[src/sv/crdc_pkg.sv]
// crdc_pkg: shared types, codes and band tables for the climate relay duty controller
// used by crdc_mode, crdc_timer and climate_relay_duty_controller
`default_nettype none

package crdc_pkg;

  localparam int unsigned TIME_W    = 32;
  localparam int unsigned TEMP_W    = 12;
  localparam int unsigned HUM_W     = 10;
  localparam int unsigned CFG_IDX_W = 3;
  localparam int unsigned CFG_DAT_W = 12;
  localparam int unsigned SECS_W    = 12;
  localparam int unsigned WAIT_W    = 6;
  localparam int unsigned HUM_ON_W  = 5;
  localparam int unsigned HEAT_ON_W = 7;

  localparam logic [WAIT_W-1:0] WAIT_MAX = WAIT_W'(60);

  localparam logic [CFG_IDX_W-1:0] REG_ON_TEMP     = 3'd0;
  localparam logic [CFG_IDX_W-1:0] REG_OFF_TEMP    = 3'd1;
  localparam logic [CFG_IDX_W-1:0] REG_HIGH_TEMP   = 3'd2;
  localparam logic [CFG_IDX_W-1:0] REG_ON_HUM      = 3'd3;
  localparam logic [CFG_IDX_W-1:0] REG_OFF_HUM     = 3'd4;
  localparam logic [CFG_IDX_W-1:0] REG_OVERRIDE    = 3'd5;
  localparam logic [CFG_IDX_W-1:0] REG_HEPA_ON     = 3'd6;
  localparam logic [CFG_IDX_W-1:0] REG_HEPA_PERIOD = 3'd7;

  localparam logic signed [TEMP_W-1:0] ON_TEMP_RST   = 12'sd100;
  localparam logic signed [TEMP_W-1:0] OFF_TEMP_RST  = 12'sd600;
  localparam logic signed [TEMP_W-1:0] HIGH_TEMP_RST = 12'sd800;
  localparam logic [HUM_W-1:0]         ON_HUM_RST    = 10'd100;
  localparam logic [HUM_W-1:0]         OFF_HUM_RST   = 10'd400;

  typedef enum logic [2:0] {
    CMD_OFF       = 3'd0,
    CMD_START     = 3'd1,
    CMD_STAY_ON   = 3'd2,
    CMD_STAY_OFF  = 3'd3,
    CMD_UNTOUCHED = 3'd4
  } cmd_t;

  typedef enum logic [1:0] {
    TMODE_HEAT = 2'd1,
    TMODE_SAT  = 2'd2,
    TMODE_OVER = 2'd3
  } temp_mode_t;

  typedef enum logic [1:0] {
    HMODE_HUMID = 2'd1,
    HMODE_SAT   = 2'd2
  } hum_mode_t;

  typedef logic [2:0] band_t;

  typedef struct packed {
    temp_mode_t tmode;
    hum_mode_t  hmode;
    band_t      tband;
    band_t      hband;
  } mode_res_t;

  typedef struct packed {
    cmd_t              cmd;
    logic              restart;
    logic [WAIT_W-1:0] wait_secs;
  } timer_res_t;

  function automatic logic [HEAT_ON_W-1:0] heat_on_len(input band_t b);
    logic [HEAT_ON_W-1:0] r;
    case (b)
      3'd1:    r = 7'd30;
      3'd2:    r = 7'd40;
      3'd3:    r = 7'd50;
      3'd4:    r = 7'd60;
      3'd5:    r = 7'd70;
      default: r = 7'd0;
    endcase
    return r;
  endfunction

  function automatic logic [SECS_W-1:0] heat_period_len(input band_t b);
    logic [SECS_W-1:0] r;
    case (b)
      3'd1, 3'd2, 3'd3, 3'd4, 3'd5: r = 12'd500;
      default:                      r = 12'd0;
    endcase
    return r;
  endfunction

  function automatic logic [HUM_ON_W-1:0] hum_on_len(input band_t b);
    logic [HUM_ON_W-1:0] r;
    case (b)
      3'd1:    r = 5'd5;
      3'd2:    r = 5'd10;
      3'd3:    r = 5'd15;
      3'd4:    r = 5'd20;
      3'd5:    r = 5'd30;
      default: r = 5'd0;
    endcase
    return r;
  endfunction

  function automatic logic [SECS_W-1:0] hum_period_len(input band_t b);
    logic [SECS_W-1:0] r;
    case (b)
      3'd1:    r = 12'd61;
      3'd2:    r = 12'd71;
      3'd3:    r = 12'd81;
      3'd4:    r = 12'd91;
      3'd5:    r = 12'd101;
      default: r = 12'd0;
    endcase
    return r;
  endfunction

endpackage

`default_nettype wire

[src/sv/climate_relay_duty_controller.sv]
// climate relay duty controller: an accepted input is registered in the input stage, then in the result stage
// one item per cycle unless out_ready holds the result; the input register and result register are the two stages
// and the relay state and modes update as an item moves into the result register
// rst_n is synchronous active low: modes return to satisfied, timer starts to 0,
// configuration registers to their reset values, both stages empty
`default_nettype none

module climate_relay_duty_controller (
  input  wire logic                                 clk,
  input  wire logic                                 rst_n,
  input  wire logic                                 in_valid,
  output logic                                      in_ready,
  input  wire logic [crdc_pkg::TIME_W-1:0]          in_now_secs,
  input  wire logic signed [crdc_pkg::TEMP_W-1:0]   in_temp_tenths,
  input  wire logic [crdc_pkg::HUM_W-1:0]           in_hum_tenths,
  output logic                                      out_valid,
  input  wire logic                                 out_ready,
  output logic [1:0]                                out_temp_mode,
  output logic [1:0]                                out_hum_mode,
  output logic [2:0]                                out_hepa_cmd,
  output logic [2:0]                                out_humidifier_cmd,
  output logic [2:0]                                out_fan_cmd,
  output logic [2:0]                                out_heater_cmd,
  output logic [crdc_pkg::HUM_ON_W-1:0]             out_humidifier_pulse_secs,
  output logic [crdc_pkg::HEAT_ON_W-1:0]            out_heater_pulse_secs,
  output logic [crdc_pkg::SECS_W-1:0]               out_hepa_pulse_secs,
  output logic [crdc_pkg::WAIT_W-1:0]               out_wait_secs,
  input  wire logic                                 cfg_we,
  input  wire logic [crdc_pkg::CFG_IDX_W-1:0]       cfg_index,
  input  wire logic [crdc_pkg::CFG_DAT_W-1:0]       cfg_wdata
);

  // configuration
  logic signed [crdc_pkg::TEMP_W-1:0] on_temp_r, off_temp_r, high_temp_r;
  logic [crdc_pkg::HUM_W-1:0]         on_hum_r, off_hum_r;
  logic                               override_r;
  logic [crdc_pkg::SECS_W-1:0]        hepa_on_r, hepa_period_r;

  // relay state
  crdc_pkg::temp_mode_t        tmode_r;
  crdc_pkg::hum_mode_t         hmode_r;
  logic [crdc_pkg::TIME_W-1:0] heater_start_r, humid_start_r, hepa_start_r;

  // input stage
  logic                               s1_valid_r;
  logic [crdc_pkg::TIME_W-1:0]        s1_now_r;
  logic signed [crdc_pkg::TEMP_W-1:0] s1_temp_r;
  logic [crdc_pkg::HUM_W-1:0]         s1_hum_r;
  logic                               s1_fire;
  logic                               in_fire;

  // result stage
  logic                          out_valid_r;
  crdc_pkg::mode_res_t           mode_res;
  crdc_pkg::timer_res_t          hepa_res, humid_res, heat_res;
  logic                          hepa_en, humid_en, heat_en;
  logic [crdc_pkg::WAIT_W-1:0]   wait_nxt;
  logic [2:0]                    hepa_cmd_nxt, humid_cmd_nxt, fan_cmd_nxt, heat_cmd_nxt;
  logic [crdc_pkg::SECS_W-1:0]   hepa_len_nxt;
  logic [1:0]                    tmode_out_r, hmode_out_r;
  logic [2:0]                    hepa_cmd_r, humid_cmd_r, fan_cmd_r, heat_cmd_r;
  logic [crdc_pkg::HUM_ON_W-1:0] humid_len_r;
  logic [crdc_pkg::HEAT_ON_W-1:0] heat_len_r;
  logic [crdc_pkg::SECS_W-1:0]   hepa_len_r;
  logic [crdc_pkg::WAIT_W-1:0]   wait_r;

  assign s1_fire  = s1_valid_r && (!out_valid_r || out_ready);
  assign in_ready = !s1_valid_r || s1_fire;
  assign in_fire  = in_valid && in_ready;

  always_ff @(posedge clk) begin
    if (!rst_n) begin
      on_temp_r     <= crdc_pkg::ON_TEMP_RST;
      off_temp_r    <= crdc_pkg::OFF_TEMP_RST;
      high_temp_r   <= crdc_pkg::HIGH_TEMP_RST;
      on_hum_r      <= crdc_pkg::ON_HUM_RST;
      off_hum_r     <= crdc_pkg::OFF_HUM_RST;
      override_r    <= 1'b0;
      hepa_on_r     <= '0;
      hepa_period_r <= '0;
    end else if (cfg_we) begin
      case (cfg_index)
        crdc_pkg::REG_ON_TEMP:     on_temp_r     <= cfg_wdata;
        crdc_pkg::REG_OFF_TEMP:    off_temp_r    <= cfg_wdata;
        crdc_pkg::REG_HIGH_TEMP:   high_temp_r   <= cfg_wdata;
        crdc_pkg::REG_ON_HUM:      on_hum_r      <= cfg_wdata[crdc_pkg::HUM_W-1:0];
        crdc_pkg::REG_OFF_HUM:     off_hum_r     <= cfg_wdata[crdc_pkg::HUM_W-1:0];
        crdc_pkg::REG_OVERRIDE:    override_r    <= cfg_wdata[0];
        crdc_pkg::REG_HEPA_ON:     hepa_on_r     <= cfg_wdata;
        crdc_pkg::REG_HEPA_PERIOD: hepa_period_r <= cfg_wdata;
        default: ;
      endcase
    end
  end

  always_ff @(posedge clk) begin
    if (!rst_n) begin
      s1_valid_r <= 1'b0;
    end else if (in_ready) begin
      s1_valid_r <= in_valid;
    end
  end

  always_ff @(posedge clk) begin
    if (in_fire) begin
      s1_now_r  <= in_now_secs;
      s1_temp_r <= in_temp_tenths;
      s1_hum_r  <= in_hum_tenths;
    end
  end

  crdc_mode u_mode (
    .temp      (s1_temp_r),
    .hum       (s1_hum_r),
    .on_temp   (on_temp_r),
    .off_temp  (off_temp_r),
    .high_temp (high_temp_r),
    .on_hum    (on_hum_r),
    .off_hum   (off_hum_r),
    .tmode_cur (tmode_r),
    .hmode_cur (hmode_r),
    .res       (mode_res)
  );

  assign hepa_en  = !override_r && mode_res.tmode == crdc_pkg::TMODE_OVER;
  assign humid_en = !override_r && mode_res.hmode == crdc_pkg::HMODE_HUMID;
  assign heat_en  = !override_r && mode_res.tmode == crdc_pkg::TMODE_HEAT;

  crdc_timer u_hepa_timer (
    .enable (hepa_en),
    .now    (s1_now_r),
    .start  (hepa_start_r),
    .on_len (hepa_on_r),
    .period (hepa_period_r),
    .res    (hepa_res)
  );

  crdc_timer u_humid_timer (
    .enable (humid_en),
    .now    (s1_now_r),
    .start  (humid_start_r),
    .on_len ({{(crdc_pkg::SECS_W-crdc_pkg::HUM_ON_W){1'b0}},
              crdc_pkg::hum_on_len(mode_res.hband)}),
    .period (crdc_pkg::hum_period_len(mode_res.hband)),
    .res    (humid_res)
  );

  crdc_timer u_heat_timer (
    .enable (heat_en),
    .now    (s1_now_r),
    .start  (heater_start_r),
    .on_len ({{(crdc_pkg::SECS_W-crdc_pkg::HEAT_ON_W){1'b0}},
              crdc_pkg::heat_on_len(mode_res.tband)}),
    .period (crdc_pkg::heat_period_len(mode_res.tband)),
    .res    (heat_res)
  );

  always_comb begin
    wait_nxt = hepa_res.wait_secs;
    if (humid_res.wait_secs < wait_nxt) begin
      wait_nxt = humid_res.wait_secs;
    end
    if (heat_res.wait_secs < wait_nxt) begin
      wait_nxt = heat_res.wait_secs;
    end

    hepa_len_nxt = '0;
    if (override_r) begin
      hepa_cmd_nxt  = crdc_pkg::CMD_UNTOUCHED;
      humid_cmd_nxt = crdc_pkg::CMD_UNTOUCHED;
      fan_cmd_nxt   = crdc_pkg::CMD_UNTOUCHED;
      heat_cmd_nxt  = crdc_pkg::CMD_UNTOUCHED;
    end else begin
      hepa_cmd_nxt  = hepa_en ? hepa_res.cmd : crdc_pkg::CMD_OFF;
      humid_cmd_nxt = humid_en ? humid_res.cmd : crdc_pkg::CMD_OFF;
      heat_cmd_nxt  = heat_en ? heat_res.cmd : crdc_pkg::CMD_OFF;
      if (!humid_en) begin
        fan_cmd_nxt = crdc_pkg::CMD_OFF;
      end else if (humid_res.cmd == crdc_pkg::CMD_START) begin
        fan_cmd_nxt = crdc_pkg::CMD_START;
      end else begin
        fan_cmd_nxt = crdc_pkg::CMD_UNTOUCHED;
      end
      if (hepa_res.restart) begin
        hepa_len_nxt = hepa_on_r;
      end
    end
  end

  always_ff @(posedge clk) begin
    if (!rst_n) begin
      tmode_r        <= crdc_pkg::TMODE_SAT;
      hmode_r        <= crdc_pkg::HMODE_SAT;
      heater_start_r <= '0;
      humid_start_r  <= '0;
      hepa_start_r   <= '0;
    end else if (s1_fire) begin
      tmode_r <= mode_res.tmode;
      hmode_r <= mode_res.hmode;
      if (hepa_res.restart) begin
        hepa_start_r <= s1_now_r;
      end
      if (humid_res.restart) begin
        humid_start_r <= s1_now_r;
      end
      if (heat_res.restart) begin
        heater_start_r <= s1_now_r;
      end
    end
  end

  always_ff @(posedge clk) begin
    if (!rst_n) begin
      out_valid_r <= 1'b0;
    end else if (!out_valid_r || out_ready) begin
      out_valid_r <= s1_valid_r;
    end
  end

  always_ff @(posedge clk) begin
    if (s1_fire) begin
      tmode_out_r <= mode_res.tmode;
      hmode_out_r <= mode_res.hmode;
      hepa_cmd_r  <= hepa_cmd_nxt;
      humid_cmd_r <= humid_cmd_nxt;
      fan_cmd_r   <= fan_cmd_nxt;
      heat_cmd_r  <= heat_cmd_nxt;
      humid_len_r <= crdc_pkg::hum_on_len(mode_res.hband);
      heat_len_r  <= crdc_pkg::heat_on_len(mode_res.tband);
      hepa_len_r  <= hepa_len_nxt;
      wait_r      <= wait_nxt;
    end
  end

  assign out_valid                 = out_valid_r;
  assign out_temp_mode             = tmode_out_r;
  assign out_hum_mode              = hmode_out_r;
  assign out_hepa_cmd              = hepa_cmd_r;
  assign out_humidifier_cmd        = humid_cmd_r;
  assign out_fan_cmd               = fan_cmd_r;
  assign out_heater_cmd            = heat_cmd_r;
  assign out_humidifier_pulse_secs = humid_len_r;
  assign out_heater_pulse_secs     = heat_len_r;
  assign out_hepa_pulse_secs       = hepa_len_r;
  assign out_wait_secs             = wait_r;

`ifndef SYNTHESIS
  a_wait_cap: assert property (@(posedge clk) disable iff (!rst_n)
    out_valid_r |-> wait_r <= crdc_pkg::WAIT_MAX)
    else $error("wait above cap");

  a_override: assert property (@(posedge clk) disable iff (!rst_n)
    out_valid_r && override_r |-> wait_r == crdc_pkg::WAIT_MAX &&
      hepa_cmd_r == crdc_pkg::CMD_UNTOUCHED && heat_cmd_r == crdc_pkg::CMD_UNTOUCHED)
    else $error("override result touches relays");

  a_fan_follows: assert property (@(posedge clk) disable iff (!rst_n)
    out_valid_r |-> (fan_cmd_r == crdc_pkg::CMD_START) ==
      (humid_cmd_r == crdc_pkg::CMD_START))
    else $error("fan start does not follow humidifier start");

  a_hepa_len: assert property (@(posedge clk) disable iff (!rst_n)
    out_valid_r && hepa_len_r != '0 |-> hepa_cmd_r == crdc_pkg::CMD_START)
    else $error("hepa pulse without start");

  a_start_update: assert property (@(posedge clk) disable iff (!rst_n)
    s1_fire && hepa_res.restart |=> hepa_start_r == $past(s1_now_r))
    else $error("hepa start not taken");
`endif

endmodule

`default_nettype wire

[src/sv/crdc_mode.sv]
// crdc_mode: hysteresis mode update and pulse band selection
// depends on crdc_pkg
`default_nettype none

module crdc_mode (
  input  wire logic signed [crdc_pkg::TEMP_W-1:0] temp,
  input  wire logic [crdc_pkg::HUM_W-1:0]         hum,
  input  wire logic signed [crdc_pkg::TEMP_W-1:0] on_temp,
  input  wire logic signed [crdc_pkg::TEMP_W-1:0] off_temp,
  input  wire logic signed [crdc_pkg::TEMP_W-1:0] high_temp,
  input  wire logic [crdc_pkg::HUM_W-1:0]         on_hum,
  input  wire logic [crdc_pkg::HUM_W-1:0]         off_hum,
  input  wire crdc_pkg::temp_mode_t               tmode_cur,
  input  wire crdc_pkg::hum_mode_t                hmode_cur,
  output crdc_pkg::mode_res_t                     res
);

  logic signed [crdc_pkg::TEMP_W:0] tdiff;
  logic signed [crdc_pkg::HUM_W:0]  hdiff;

  assign tdiff = {off_temp[crdc_pkg::TEMP_W-1], off_temp} - {temp[crdc_pkg::TEMP_W-1], temp};
  assign hdiff = $signed({1'b0, off_hum}) - $signed({1'b0, hum});

  always_comb begin
    res = '{tmode: tmode_cur, hmode: hmode_cur, tband: 3'd5, hband: 3'd5};

    if (temp < on_temp) begin
      res.tmode = crdc_pkg::TMODE_HEAT;
    end else if (temp >= off_temp && temp < high_temp) begin
      res.tmode = crdc_pkg::TMODE_SAT;
    end else if (temp >= high_temp) begin
      res.tmode = crdc_pkg::TMODE_OVER;
    end

    if (hum < on_hum) begin
      res.hmode = crdc_pkg::HMODE_HUMID;
    end else if (hum >= off_hum) begin
      res.hmode = crdc_pkg::HMODE_SAT;
    end

    if (tdiff <= 13'sd3) begin
      res.tband = 3'd1;
    end else if (tdiff <= 13'sd8) begin
      res.tband = 3'd2;
    end else if (tdiff <= 13'sd15) begin
      res.tband = 3'd3;
    end else if (tdiff <= 13'sd20) begin
      res.tband = 3'd4;
    end

    if (hdiff < 11'sd50) begin
      res.hband = 3'd1;
    end else if (hdiff < 11'sd100) begin
      res.hband = 3'd2;
    end else if (hdiff < 11'sd150) begin
      res.hband = 3'd3;
    end else if (hdiff < 11'sd200) begin
      res.hband = 3'd4;
    end
  end

endmodule

`default_nettype wire

[src/sv/crdc_timer.sv]
// crdc_timer: on/period relay timer decision with wait capped at 60
// depends on crdc_pkg
`default_nettype none

module crdc_timer (
  input  wire logic                          enable,
  input  wire logic [crdc_pkg::TIME_W-1:0]   now,
  input  wire logic [crdc_pkg::TIME_W-1:0]   start,
  input  wire logic [crdc_pkg::SECS_W-1:0]   on_len,
  input  wire logic [crdc_pkg::SECS_W-1:0]   period,
  output crdc_pkg::timer_res_t               res
);

  logic [crdc_pkg::TIME_W-1:0] elapsed;
  logic                        in_period;
  logic                        in_on;
  logic [crdc_pkg::SECS_W-1:0] rem;

  assign elapsed   = now - start;
  assign in_period = elapsed < {{(crdc_pkg::TIME_W-crdc_pkg::SECS_W){1'b0}}, period};
  assign in_on     = elapsed < {{(crdc_pkg::TIME_W-crdc_pkg::SECS_W){1'b0}}, on_len};

  always_comb begin
    res.cmd     = crdc_pkg::CMD_OFF;
    res.restart = 1'b0;
    rem         = period;
    if (in_period && in_on) begin
      res.cmd = crdc_pkg::CMD_STAY_ON;
      rem     = on_len - elapsed[crdc_pkg::SECS_W-1:0];
    end else if (in_period) begin
      res.cmd = crdc_pkg::CMD_STAY_OFF;
      rem     = period - elapsed[crdc_pkg::SECS_W-1:0];
    end else begin
      res.cmd     = crdc_pkg::CMD_START;
      res.restart = enable;
    end

    if (!enable || rem >= {{(crdc_pkg::SECS_W-crdc_pkg::WAIT_W){1'b0}}, crdc_pkg::WAIT_MAX}) begin
      res.wait_secs = crdc_pkg::WAIT_MAX;
    end else begin
      res.wait_secs = rem[crdc_pkg::WAIT_W-1:0];
    end
  end

endmodule

`default_nettype wire

[config.mk]
export PLATFORM = sky130hd
export DESIGN_NAME = climate_relay_duty_controller
export DESIGN_NICKNAME = d
export VERILOG_FILES = /design/src/sv/crdc_pkg.sv /design/src/sv/climate_relay_duty_controller.sv /design/src/sv/crdc_mode.sv /design/src/sv/crdc_timer.sv
export SDC_FILE = /design/constraint.sdc
export NUM_CORES = 1
export LEC_CHECK = 0
export CAP_MARGIN = 20
export CORE_ASPECT_RATIO = 1.1
export CORE_MARGIN = 2
export CORE_UTILIZATION = 40
export CTS_CLUSTER_DIAMETER = 40
export DETAILED_ROUTE_END_ITERATION = 7
export DONT_BUFFER_PORTS = 1
export MAX_ROUTING_LAYER = met4
export PLACE_DENSITY = 0.53
export SKIP_CTS_REPAIR_TIMING = 1
export SLEW_MARGIN = 25
export SYNTH_ARGS = -nofsm -noshare
export SYNTH_HDL_FRONTEND = slang
export SYNTH_HIERARCHICAL = 1
export SYNTH_SLANG_ARGS = --single-unit
[constraint.sdc]
create_clock -name clk -period 25.9 [get_ports clk]
set_input_delay 5.18 -clock clk [delete_from_list [all_inputs] [get_ports clk]]
set_output_delay 5.18 -clock clk [all_outputs]
set_load 0.1 [all_outputs]
==> impl_metrics.json <==
{
  "fin_util_pct": 44.4,
  "drv_cap": 0,
  "final_layout_size_suffix_gt1_share_pct": 5.53,
  "ys_warn_count": 6,
  "relSlewSlack_pct": 33.0,
  "grt-ovfl-total": 0,
  "nets": 3510,
  "port_buffers": 0,
  "gp_congestion": 0.926,
  "synthTopCellsByCount": "517 x nand2_1, 332 x inv_1, 299 x ha_1, 183 x dfxtp_1, 178 x a21oi_1",
  "synth.yosys.seq_area_share_pct": 26.4,
  "synth_top_cell_area_share_pct": 15.0,
  "clock_path_buffers": 3,
  "initial_core_util_pct": 40.6,
  "grt_max_degree": 184,
  "routed-via-count": 21959,
  "cts_tree": "done",
  "fp-row-count": 95,
  "root_buffer": "clkbuf_16",
  "period_share_pct": 43.8,
  "post-dp-hpwl_um": 57000,
  "syn_avg_cell_area_um2": 7.96,
  "ant_nets": 0,
  "crit_slowest_cell": "nand2_1",
  "wl_per_cell_um": 18.2,
  "tightest_slew_ps": 1010,
  "cts_buffers": 45,
  "critPathKind": "input port to output port",
  "placed_area_um2": 25700,
  "hp-class": "flip-flop to flip-flop",
  "yosysMostFrequentCell": "nand2_1",
  "netlist_instances": 3125,
  "drv_slew": 0,
  "ir_drop_v": 0.0000538,
  "clkTransAtPathRegs_ps": 50,
  "critPathCaptureType": "output port",
  "fmax_mhz": 88.2,
  "cp_data_arrival_time_ps": 6160,
  "async_reset_ff_share_pct": 0,
  "first_pass_iters": 6,
  "die_x_um": 242,
  "critPathRequiredTime_ps": 20720,
  "syn_area_um2": 24900,
  "fin_cells": 3987,
  "fp.dieH_um": 266,
  "synth_edf_count": 97,
  "rsz0062_at_grt": "false",
  "period_minus_slack_ps": 11340,
  "power_per_cell_area_nw_per_um2": 60.6,
  "n_antenna_cell": 0,
  "slowest_delay_ps": 670,
  "first_iter_violations": 1392,
  "setup_tns_ps": 0,
  "dieArea_um2": 64200,
  "syn2layout_area_growth_pct": 9.54,
  "route.detailed.drc": 0,
  "reg2reg_slack_ps": 15720,
  "final.fill_count": 6240,
  "crit_start": "out_ready",
  "finClkSkew_ps": 31.8,
  "multi_input_area_um2": 16700,
  "leakage_uw": 0.0108,
  "track_usage_pct": 22.7,
  "cp-start-kind": "input port",
  "synth_seq_cells": 280,
  "synth_flop_cell": "dfxtp_1",
  "htreeDepth": 2,
  "clk-insertion-delay-late_ps": 600,
  "hold_viol": 0,
  "cp.buffers_inverters": 0,
  "postLayoutCellArea_um2": 27300,
  "critPathMaxFanout": 4,
  "hp-start": "hepa_start_r[15]",
  "viasPerCell": 5.51,
  "grt_pass1_wl_um": 115000,
  "seq_area_um2": 6580,
  "synth.distinct_cells": 107,
  "path_cells": "nor2b_1, nand2_1",
  "first_global_vias": 21390,
  "r2r_start": "off_hum_r[0]",
  "yosysTopAreaCell": "ha_1",
  "synth.top_cells.by_area": "ha_1 15%, dfxtp_1 15%, edfxtp_1 12%",
  "antenna_found_initial": 0,
  "place_inst": 3903,
  "status": "completed",
  "hold_ws_ps": 449,
  "path_delay_family": "simple AND/OR/NAND/NOR gates",
  "setup_violations": 0,
  "clock-sinks": 280,
  "wl_um": 72700,
  "ios": 122,
  "core_area_um2": 61300
}
layer usage:
metal | GRT usage, % | routed length (µm)
met4 | 5.54 | 1580
met1 | 28.7 | 33500
met2 | 38.3 | 34700
met5 | - | 0
met3 | 3.35 | 2940
sequential cells by signal (all words and copies together) (netlist names), 32 cells and up:
name and count:
heater_start_r 32, hepa_start_r 32, humid_start_r 32, s1_now_r 32
stage by stage:
step                setup WS, ps  power, µW
floorplan                  14760        931
global placement           14600       1040
detailed placement         14560       1050
CTS                        14560       1660
global route               14510       1750
finish                     14560       1650
power by group:
part | total [µW] | switching [µW] | internal (µW)
Clock | 600 | 255 | 345
Combinational | 527 | 319 | 208
Sequential | 524 | 48.1 | 476
layout make-up:
| cell class | count | share of cell area, % |
|---|---|---|
| inverter | 333 | 4.59 |
| multi-input combinational | 2449 | 61.3 |
| clock buffer | 47 | 4.16 |
| tap | 824 | 3.78 |
| clock inverter | 37 | 1.42 |
| sequential | 280 | 24.1 |
| timing repair buffer | 17 | 0.587 |
cells by family (layout without fill, tap and decap cells):
| group | Yosys count | in the layout | synth area share (%) |
|---|---|---|---|
| buf+inv | 451 | 434 | 7.30 |
| mux | 51 | 51 | 2.08 |
| compound gates | 881 | 881 | 24.7 |
| simple gates | 1046 | 1046 | 19.9 |
| other cells | 4 | 59 | 0.0603 |
| flops | 280 | 280 | 26.4 |
| xor+xnor | 102 | 102 | 3.62 |
| fa+ha+maj | 310 | 310 | 15.9 |
path summary, 6_finish.rpt:
kind | end | cells after the start
hold / removal | hepa_start_r[15] | 2
hold reg to reg | hepa_start_r[15] | 2
setup / recovery | in_ready | 2
setup reg to reg | out_wait_secs[1] | 39
placed cells by master (no fill, tap or decap), drive strengths merged, types with 17 or more instances in the layout:
| master | netlist | routed |
|---|---|---|
| nand2b | 34 | 34 |
| a211oi | 33 | 33 |
| conb | 4 | 59 |
| mux2i | 45 | 45 |
| a21boi | 170 | 170 |
| o21a | 46 | 46 |
| o211ai | 27 | 27 |
| xnor2 | 51 | 51 |
| a21oi | 186 | 186 |
| or3 | 22 | 22 |
| a21o | 70 | 70 |
| nand3 | 56 | 56 |
| inv | 333 | 350 |
| o21bai | 23 | 23 |
| buf | 48 | 17 |
| nor2 | 132 | 132 |
| edfxtp | 97 | 97 |
| nor2b | 41 | 41 |
| clkbuf | 70 | 47 |
| xor2 | 51 | 51 |
| and3 | 19 | 19 |
| dfxtp | 183 | 183 |
| a31oi | 24 | 24 |
| o21ai | 139 | 139 |
| nor4 | 21 | 21 |
| a2111oi | 17 | 17 |
| nand2 | 518 | 518 |
| nand4 | 50 | 50 |
| and2 | 38 | 38 |
| nor3 | 55 | 55 |
| ha | 299 | 299 |
No activity file was read; power rests on OpenSTA's default activity.
